## src/rtl/fplm_pkg.sv

```systemverilog
package fplm_pkg;

    // field widths
    localparam int GRP_W   = 4;
    localparam int PRICE_W = 32;
    localparam int VOL_W   = 24;
    localparam int FEE_W   = 32;
    localparam int UCOST_W = 48;
    localparam int PNL_W   = 48;
    localparam int MCOST_W = 48;
    localparam int HQTY_W  = 29;
    localparam int HCOST_W = 56;

    // internal widths
    localparam int HALF_W  = 24;
    localparam int LOT_W   = UCOST_W + VOL_W;
    localparam int PROD_W  = UCOST_W + VOL_W;
    localparam int DIV_W   = 56;

    // saturation limits
    localparam logic [UCOST_W-1:0]      UCOST_MAX = '1;
    localparam logic [MCOST_W-1:0]      MCOST_MAX = '1;
    localparam logic [HQTY_W-1:0]       HQTY_MAX  = '1;
    localparam logic [HCOST_W-1:0]      HCOST_MAX = '1;
    localparam logic signed [PNL_W-1:0] PNL_MAX   = {1'b0, {(PNL_W-1){1'b1}}};
    localparam logic signed [PNL_W-1:0] PNL_MIN   = {1'b1, {(PNL_W-1){1'b0}}};

    typedef enum logic [4:0] {
        ST_IDLE,
        ST_DISPATCH,
        ST_B_DIV,
        ST_B_MUL1,
        ST_B_MUL2,
        ST_B_ACC,
        ST_S_CHECK,
        ST_S_MUL1,
        ST_S_MUL2,
        ST_S_ACC,
        ST_F_MUL1,
        ST_F_MUL2,
        ST_F_DIV,
        ST_F_WAIT,
        ST_P_MUL1,
        ST_P_MUL2,
        ST_DONE
    } fplm_state_t;

    typedef enum logic [2:0] {
        MUL_NONE,
        MUL_CPS_VOL,
        MUL_LOT_TAKE,
        MUL_FEES_M,
        MUL_PRICE_M
    } mul_sel_t;

    typedef enum logic {
        DIV_BUY,
        DIV_FEE
    } div_sel_t;

    typedef struct packed {
        logic     latch;
        logic     cps_load;
        mul_sel_t mul_sel;
        logic     div_start;
        div_sel_t div_sel;
        logic     buy_commit;
        logic     lot_read;
        logic     sell_commit;
        logic     out_load;
    } fplm_cmd_t;

    typedef struct packed {
        logic is_sell;
        logic full;
        logic vol_zero;
        logic walk_done;
        logic matched;
        logic div_done;
        logic out_free;
    } fplm_stat_t;

endpackage

```

## src/rtl/fplm_ctrl.sv

```systemverilog
module fplm_ctrl (
    input  logic                 clk,
    input  logic                 rst_n,
    input  logic                 in_valid,
    output logic                 in_stall,
    input  fplm_pkg::fplm_stat_t stat,
    output fplm_pkg::fplm_cmd_t  cmd
);
    import fplm_pkg::*;

    fplm_state_t state_reg;
    fplm_state_t state_next;

    always_ff @(posedge clk or negedge rst_n)
    begin
        if (!rst_n)
            state_reg <= ST_IDLE;
        else
            state_reg <= state_next;
    end

    // next state
    always_comb
    begin
        state_next = state_reg;
        case (state_reg)
            ST_IDLE:
                if (in_valid)
                    state_next = ST_DISPATCH;
            ST_DISPATCH:
                if (stat.is_sell)
                    state_next = ST_S_CHECK;
                else if (stat.full)
                    state_next = ST_DONE;
                else if (stat.vol_zero)
                    state_next = ST_B_MUL1;
                else
                    state_next = ST_B_DIV;
            ST_B_DIV:
                if (stat.div_done)
                    state_next = ST_B_MUL1;
            ST_B_MUL1:  state_next = ST_B_MUL2;
            ST_B_MUL2:  state_next = ST_B_ACC;
            ST_B_ACC:   state_next = ST_DONE;
            ST_S_CHECK:
                if (!stat.walk_done)
                    state_next = ST_S_MUL1;
                else if (stat.matched)
                    state_next = ST_F_MUL1;
                else
                    state_next = ST_DONE;
            ST_S_MUL1:  state_next = ST_S_MUL2;
            ST_S_MUL2:  state_next = ST_S_ACC;
            ST_S_ACC:   state_next = ST_S_CHECK;
            ST_F_MUL1:  state_next = ST_F_MUL2;
            ST_F_MUL2:  state_next = ST_F_DIV;
            ST_F_DIV:   state_next = ST_F_WAIT;
            ST_F_WAIT:
                if (stat.div_done)
                    state_next = ST_P_MUL1;
            ST_P_MUL1:  state_next = ST_P_MUL2;
            ST_P_MUL2:  state_next = ST_DONE;
            ST_DONE:
                if (stat.out_free)
                    state_next = ST_IDLE;
            default:    state_next = ST_IDLE;
        endcase
    end

    // commands
    always_comb
    begin
        cmd      = '0;
        in_stall = (state_reg != ST_IDLE);
        case (state_reg)
            ST_IDLE:
                cmd.latch = in_valid;
            ST_DISPATCH:
                if (!stat.is_sell && !stat.full)
                begin
                    cmd.cps_load  = stat.vol_zero;
                    cmd.div_start = !stat.vol_zero;
                    cmd.div_sel   = DIV_BUY;
                end
            ST_B_DIV:
                cmd.cps_load = stat.div_done;
            ST_B_MUL1:
                cmd.mul_sel = MUL_CPS_VOL;
            ST_B_ACC:
                cmd.buy_commit = 1'b1;
            ST_S_CHECK:
                cmd.lot_read = !stat.walk_done;
            ST_S_MUL1:
                cmd.mul_sel = MUL_LOT_TAKE;
            ST_S_ACC:
                cmd.sell_commit = 1'b1;
            ST_F_MUL1:
                cmd.mul_sel = MUL_FEES_M;
            ST_F_DIV:
            begin
                cmd.div_start = 1'b1;
                cmd.div_sel   = DIV_FEE;
            end
            ST_P_MUL1:
                cmd.mul_sel = MUL_PRICE_M;
            ST_DONE:
                cmd.out_load = stat.out_free;
            default:
                cmd = '0;
        endcase
    end

endmodule

```

## config.mk

```make
export PLATFORM = sky130hd
export DESIGN_NAME = fplm_ctrl
export DESIGN_NICKNAME = d
export VERILOG_FILES = /design/src/rtl/fplm_pkg.sv /design/src/rtl/fplm_ctrl.sv
export SDC_FILE = /design/constraint.sdc
export NUM_CORES = 1
export LEC_CHECK = 0
export BUFFER_PORTS_ARGS = -buffer_cell sky130_fd_sc_hd__buf_2
export CAP_MARGIN = 20
export CORE_MARGIN = 2
export CORE_UTILIZATION = 35
export CTS_BUF_LIST = sky130_fd_sc_hd__clkbuf_4 sky130_fd_sc_hd__clkbuf_8
export DETAILED_ROUTE_END_ITERATION = 10
export PLACE_DENSITY = 0.64
export SLEW_MARGIN = 20
export SYNTH_ARGS = -nofsm -noshare
export SYNTH_HDL_FRONTEND = slang
export SYNTH_SLANG_ARGS = --single-unit
export TNS_END_PERCENT = 50
```

## constraint.sdc

```tcl
create_clock -name clk -period 1.8 [get_ports clk]
set_clock_uncertainty 0.1 [all_clocks]
set_input_delay 0.09 -clock clk [delete_from_list [all_inputs] [get_ports clk]]
set_output_delay 0.09 -clock clk [all_outputs]
set_load 0.005 [all_outputs]
```

* Yosys cells after proc, flatten, opt, wreduce, memory -nomap -nowiden
Index checks and enable logic that the tools add are counted.
Operators by class: reductions and logical operators 9, eq/ne operators 20, mux-type cells 20
Operators by type and width (number):
- $pmux W5 S16 | 1
- $eq A5 B4 Y1 const B | 8
- $mux W5 | 8
- $eq A5 B3 Y1 const B | 4
- $pmux W3 S4 | 1
- $eq A5 B2 Y1 const B | 2
- $ne A2 B2 Y1 const B | 4
- $mux W1 | 7
- $eq A5 B1 Y1 const B | 1
- $eq A5 B5 Y1 const B | 1
- $logic_not A5 Y1 | 1
- $reduce_bool A5 Y1 | 1
- $logic_not A1 Y1 | 4
- $pmux W2 S2 | 1
- $reduce_and A4 Y1 | 1
- $mux W2 | 1
- $pmux W1 S2 | 1
- $reduce_or A2 Y1 | 1
- $logic_and A1 B1 Y1 | 1
Word-level totals: output and inout bits 12, input bits 10, logic and storage cells 50, register bits 5

* Longest topological paths before layout
Gate-level depths: netlist of run 1.
depth in word-level cells 4, mapped depth 6

* Least setup slack after synthesis of run 1
OpenSTA, ideal clock, no wires.
path kind flip-flop to flip-flop, start point register state_reg[0], end point register state_reg[1], arrival 1.358 ns, data required time 1.567 ns, buffers on the path 0, period minus slack after synthesis 1.591 ns, stages on the path, launching flop included 5, path slack 0.209 ns, setup time 0.133 ns, cells stage by stage dfrtp_1 -> or4b_1 -> a211oi_2 -> a211o_2 -> o41ai_1
Between the ends: longest elaborated chain between the ends 3, elaborated cells on any way between the ends 24
RTL lines:
- from (decl) | line fplm_ctrl.sv:11 | fplm_state_t state_reg;
- from (signal assigned) | line fplm_ctrl.sv:19 | state_reg <= state_next;
- $eq A5 B4 Y1, or another cell as far along | line fplm_ctrl.sv:26 | case (state_reg)
- $reduce_or A2 Y1 (no line) / $ne A2 B2 Y1 (equally long branches)
- $pmux W5 S16 / $reduce_and A4 Y1 (equally long branches)
Parallel ways exist; a longest one is shown, timed or not. A chain may end at the register's enable or synchronous reset.

* Worst setup path after layout of run 1
Same ends and word-level chain as after synthesis.

==> impl_metrics.tcl, run 1 <==
set metrics [dict create \
    status "complete, no violations" \
    syn_nets 85 \
    leakage_nw 0.3545 \
    gp_congestion 0.8408 \
    grt_usage 0.1707 \
    wl_per_cell_um 13.68 \
    ys_seq_elements 5 \
    drc_errors 0 \
    reg2regPathDepth 5 \
    period_share 0.9735 \
    rsz0062_at_grt "yes" \
    fmax_mhz 570.7 \
    grt_pass1_wl_um 2352 \
    cts_tree "yes" \
    max_slew.worst_pin.slew_ns 0.3614 \
    r2r_slack_ns 0.05 \
    h-tree-depth 1 \
    crit_chain "buf_4 -> nand4b_1 -> a211oi_2 -> a211o_2 -> o41ai_1" \
    intPower_mw 0.5837 \
    yosys_warnings 0 \
    initial_core_util 0.3648 \
    clock_power_share 0.132 \
    die_x_um 43.16 \
    synthMostInstantiatedCell "nor2_1" \
    antenna_cells 0 \
    port_buffers 21 \
    drive_gt1_frac 0.3900 \
    start_kind "flip-flop" \
    relSlewSlack 0.7559 \
    slowest_delay_ns 0.40 \
    ys.flop_type "dfrtp_1" \
    dpl.hpwl_um 1106 \
    power_frac_seq 0.196 \
    power_density_nw_per_um2 1518 \
    crit_type "reg2reg" \
    switchingPower_mw 0.5199 \
    routed_wl_um 1587 \
    first_iter_violations 17 \
    antenna_found_initial 0 \
    synthCells 75 \
    rr_startpoint "state_reg[0]" \
    fin_crit_ns 1.752 \
    maxSlewViolCount 0 \
    pin_count 22 \
    rows 14 \
    clk_latency_ns 0.25 \
    fillerInstances 155 \
    cts_made_buffers 3 \
    design.die.area_um2 1863 \
    drv_cap 0 \
    synth.cell_area_um2 536.8 \
    die_h_um 43.16 \
    hold_end "state_reg[0]" \
    worstHoldStart "stat[1]" \
    final_cells 116 \
    ys_top_cells_by_area "dfrtp_1 (23%), nor2_1 (7.7%), a21oi_1 (4.7%)" \
    synth-edff-count 0 \
    grt_start_max_net_pins 15 \
    synth_top_cell_by_area "dfrtp_1" \
    power_mw 1.104 \
    crit_arrival_ns 1.76 \
    nets 111 \
    cp_data_required_time_ns 1.81 \
    gr-total-overflow 0 \
    p_sw_frac 0.4711 \
    async_flop_share 1.000 \
    hold_class "in2reg" \
    critPathSlowestCell "dfrtp_1" \
    whs_ns 0.01245 \
    placeableCoreArea_um2 1471 \
    end_kind "flip-flop" \
    hold_viol 0 \
    vias 664 \
    largest_reg_flops 5 \
    clock_sinks 5 \
    peakVddDrop_mv 0.5148 \
    area_growth_pct 35.43 \
    crit_fanout 14 \
    clkTransAtPathRegs_ns 0.04 \
    first_pass_iters 5 \
    postCtsSetupRepairBufs 0 \
    ys_top_cells_by_count "nor2_1 (11), a21oi_1 (5), dfrtp_1 (5), inv_1 (5), nand2_1 (5)" \
    ant_nets 0 \
    r2r_end "state_reg[1]" \
    clockBufferDepth 2 \
    vias_per_cell 5.724 \
    whs_path_depth 2 \
    ys_types 38 \
    ctsRootBufferMaster "clkbuf_4" \
    seq_area_frac_synth 0.2331 \
    combPwrFrac 0.672 \
    grt_pass1_vias 554 \
    syn_avg_cell_area_um2 7.157 \
    setup_violations 0 \
    fin_setup_tns_ns 0 \
    synth.top_cell.area_share 0.2331 \
    dp.cells 111 \
]
-- kinds of logic (layout without fill, tap and decap cells) --
family	after synthesis	count (layout)	share of synthesized area
buffers and inverters	12	37	0.1026
XOR/XNOR	2	2	0.03264
AND/OR/NAND/NOR	34	34	0.3450
flip-flops	5	5	0.2331
AO/OA/AOI/OAI	22	22	0.2867
-- repair_timing --
item | in CTS | in global routing
endpoints found under the hold margin | 5 | 0
cloned | 0 | 0
pin swaps | 0 | 2
resized for setup | 1 | 4
hold buffers | 1 | 0
setup endpoints to repair | 2 | 5
-- worst max-delay path by stage --
stage                       startpoint            to  cells after the start
final                     state_reg[0]  state_reg[1]                      5
after global routing      state_reg[0]       cmd[10]                      5
after CTS                 state_reg[1]        cmd[9]                      5
after detailed placement  state_reg[0]  state_reg[0]                      4
after global placement    state_reg[0]  state_reg[0]                      4
after floorplan           state_reg[0]  state_reg[1]                      4
-- stage by stage --
step / utilization / cell area [µm²] / worst slack [ns]
floorplan: - / 536.8 / 0.2093
global placement: 0.4532 / 666.9 / 0.1125
detailed placement: 0.4532 / 666.9 / 0.1198
CTS: 0.4847 / 713.2 / 0.004972
global route: 0.4940 / 726.9 / -0.03834
finish: 0.4940 / 726.9 / 0.04777
-- cell type report --
cell class              instances  area (µm²)  area share
multi-input cells              58       374.1      0.5146
repair buffers                 27       152.6      0.2100
flip-flops and latches          5       127.6      0.1756
clock buffers                   4       30.03     0.04131
inverters                       6       22.52     0.03098
well taps                      16       20.02     0.02754
-- critical path, delay by kind of cell, from the launching register on --
kind | cells | cell delay (ns)
compound gates | 3 | 0.80
simple gates | 1 | 0.12
flops | 1 | 0.40
buf+inv | 1 | 0.20
-- per-layer routing --
metal | vias up | global-route usage | part of all wire
li1 | 320 | - | -
met1 | 300 | 0.2115 | 0.43
met2 | 40 | 0.2806 | 0.46
met3 | 4 | 0.01277 | 0.084
met4 | 0 | 0.1091 | 0.024
met5 | - | 0 | 0
-- power by group through the flow --
stage | Combinational [mW] | Clock, mW | Sequential, mW
after floorplan | 0.512 | 0 | 0.194
after global placement | 0.699 | 0 | 0.203
after detailed placement | 0.696 | 0 | 0.205
after CTS | 0.717 | 0.148 | 0.204
after global routing | 0.816 | 0.162 | 0.216
final | 0.742 | 0.146 | 0.216
-- cells in the final DEF, fill, tap and decap left out, types with 2 or more instances in the layout --
| master | synthesis | routed |
|---|---|---|
| a21oi_1 | 5 | 5 |
| nor2_1 | 11 | 11 |
| a22oi_1 | 2 | 2 |
| dfrtp_1 | 5 | 3 |
| inv_1 | 5 | 5 |
| o21ai_0 | 2 | 2 |
| nor3_1 | 2 | 2 |
| nand2_1 | 5 | 5 |
| buf_2 | 2 | 21 |
| o21ai_1 | 2 | 2 |
| nand2b_1 | 3 | 3 |
| clkbuf_4 | 0 | 4 |
| nand3_1 | 2 | 2 |
| buf_4 | 0 | 5 |
| dfrtp_2 | 0 | 2 |
Power figures use the tool's default switching activity.
==> run 2: changes to the inputs <==
Settings changed: PLACE_DENSITY 0.64 to not set, PLACE_DENSITY_LB_ADDON set to 0.05.
==> impl_metrics.tcl, run 2 (synthesized netlist as in run 1, its figures left out) <==
set metrics [dict create \
    cts_made_buffers 3 \
    relSlewSlack 0.7568 \
    clockBufferDepth 2 \
    ctsRootBufferMaster "clkbuf_4" \
    pin_count 22 \
    setup_violations 0 \
    h-tree-depth 1 \
    clkTransAtPathRegs_ns 0.04 \
    gp_congestion 0.7903 \
    rows 14 \
    r2r_end "state_reg[0]" \
    port_buffers 21 \
    setup_ws_ns 0.03885 \
    maxSlewViolCount 0 \
    area_growth_pct 44.76 \
    grt_pass1_wl_um 2677 \
    cts_tree "yes" \
    dpl.hpwl_um 1159 \
    design.die.area_um2 1863 \
    reg2regPathDepth 5 \
    gr-total-overflow 0 \
    rsz0062_at_grt "yes" \
    end_kind "output port" \
    wl_per_cell_um 12.67 \
    clock_sinks 5 \
    first_pass_iters 4 \
    layout_commonest_cell "buf_2" \
    routed_wl_um 1533 \
    antenna_cells 0 \
    nets 116 \
    final_cell_mix "buf_2 (21), nor2_1 (11), buf_4 (8)" \
    hold_class "in2reg" \
    dpl_cell_area_um2 679.4 \
    ant_nets 0 \
    die_h_um 43.16 \
    largest_reg_flops 5 \
    stdcell_area_um2 777.0 \
    fmax_mhz 567.8 \
    antenna_found_initial 0 \
    first_iter_violations 18 \
    r2r_slack_ns 0.05 \
    clk_latency_ns 0.23 \
    start_kind "flip-flop" \
    crit_fanout 6 \
    crit_arrival_ns 1.57 \
    dp_slack_ns 0.1373 \
    drc_errors 0 \
    leakage_nw 0.3854 \
    grt_pass1_vias 603 \
    placeableCoreArea_um2 1471 \
    rr_startpoint "state_reg[3]" \
    drive_gt1_frac 0.3905 \
    peakVddDrop_mv 0.6356 \
    drv_cap 0 \
    grt_usage 0.1854 \
    worstHoldStart "stat[4]" \
    initial_core_util 0.3648 \
    vias_per_cell 5.364 \
    cp_data_required_time_ns 1.61 \
    status "complete, no violations" \
    max_slew.worst_pin.slew_ns 0.3617 \
    crit_type "reg2out" \
    whs_path_depth 3 \
    vias 649 \
    grt_start_max_net_pins 14 \
    die_x_um 43.16 \
    hold_end "state_reg[0]" \
    period_share 0.9784 \
    power_density_nw_per_um2 1457 \
    hold_viol 0 \
    fin_crit_ns 1.761 \
]
run 2: changes by cell type in the layout (fill, tap and decap cells not counted):
| cell | change |
|---|---|
| buf_12 | +1 |
| buf_4 | +3 |
| dfrtp_1 | +2 |
| dfrtp_2 | -2 |
| dlygate4sd3_1 | +1 |
run 2: cell type report:
type                    instances  area, µm²
well taps                      16      20.02
repair buffers                 32      205.2
clock buffers                   4      30.03
fillers                       160      694.4
multi-input cells              58      374.1
inverters                       6      22.52
flip-flops and latches          5      125.1
run 2: stage by stage:
step                      utilization  cells  TNS [ns]  hold WS (ns)  total power, mW
after floorplan                     -     75         0       -0.3056           0.7066
after global placement         0.4617    111         0       -0.1889           0.9341
after detailed placement       0.4617    111         0       -0.1910           0.9255
after CTS                      0.5170    120         0     0.0004341            1.121
after global routing           0.5281    121  -0.06384       0.08547            1.239
final                          0.5281    121         0       0.07082            1.132
run 2: repair_timing:
action / CTS / global route
hold endpoints to repair: 5 / 1
hold buffers: 1 / 1
endpoints found under the setup margin: 3 / 6
pin swaps: 3 / 4
buffers inserted: 4 / 0
gates resized for setup: 2 / 1
run 2: worst max path at each step:
stage,from,to,slack (ns),cells past startpoint
global route,state_reg[0],cmd[9],-0.04,5
detailed placement,state_reg[0],state_reg[0],0.14,4
CTS,state_reg[3],cmd[10],0.009,5
floorplan,state_reg[0],state_reg[1],0.21,4
finish,state_reg[0],cmd[9],0.04,5
global placement,state_reg[0],state_reg[1],0.18,4
run 2: per-layer routing:
metal  GRT usage  share of wire  up-vias
li1            -              -      332
met1      0.2526           0.47      302
met2      0.2985           0.48       15
met3     0.04255          0.044        0
met4     0.03636              0        0
met5           0              0        -
run 2: where the power goes:
part	internal [mW]	leakage, nW	switching [mW]
clock	0.0986	0.0184	0.0425
combinational	0.362	0.302	0.411
sequential	0.159	0.0652	0.0580
total	0.620	0.385	0.511
run 2: worst max-delay path: stages (launching register included):
cell and delay (ns):
dfrtp_1 0.41, or3b_4 0.45, nor3_4 0.21, nand2_1 0.07, o21ai_1 0.07, buf_2 0.12
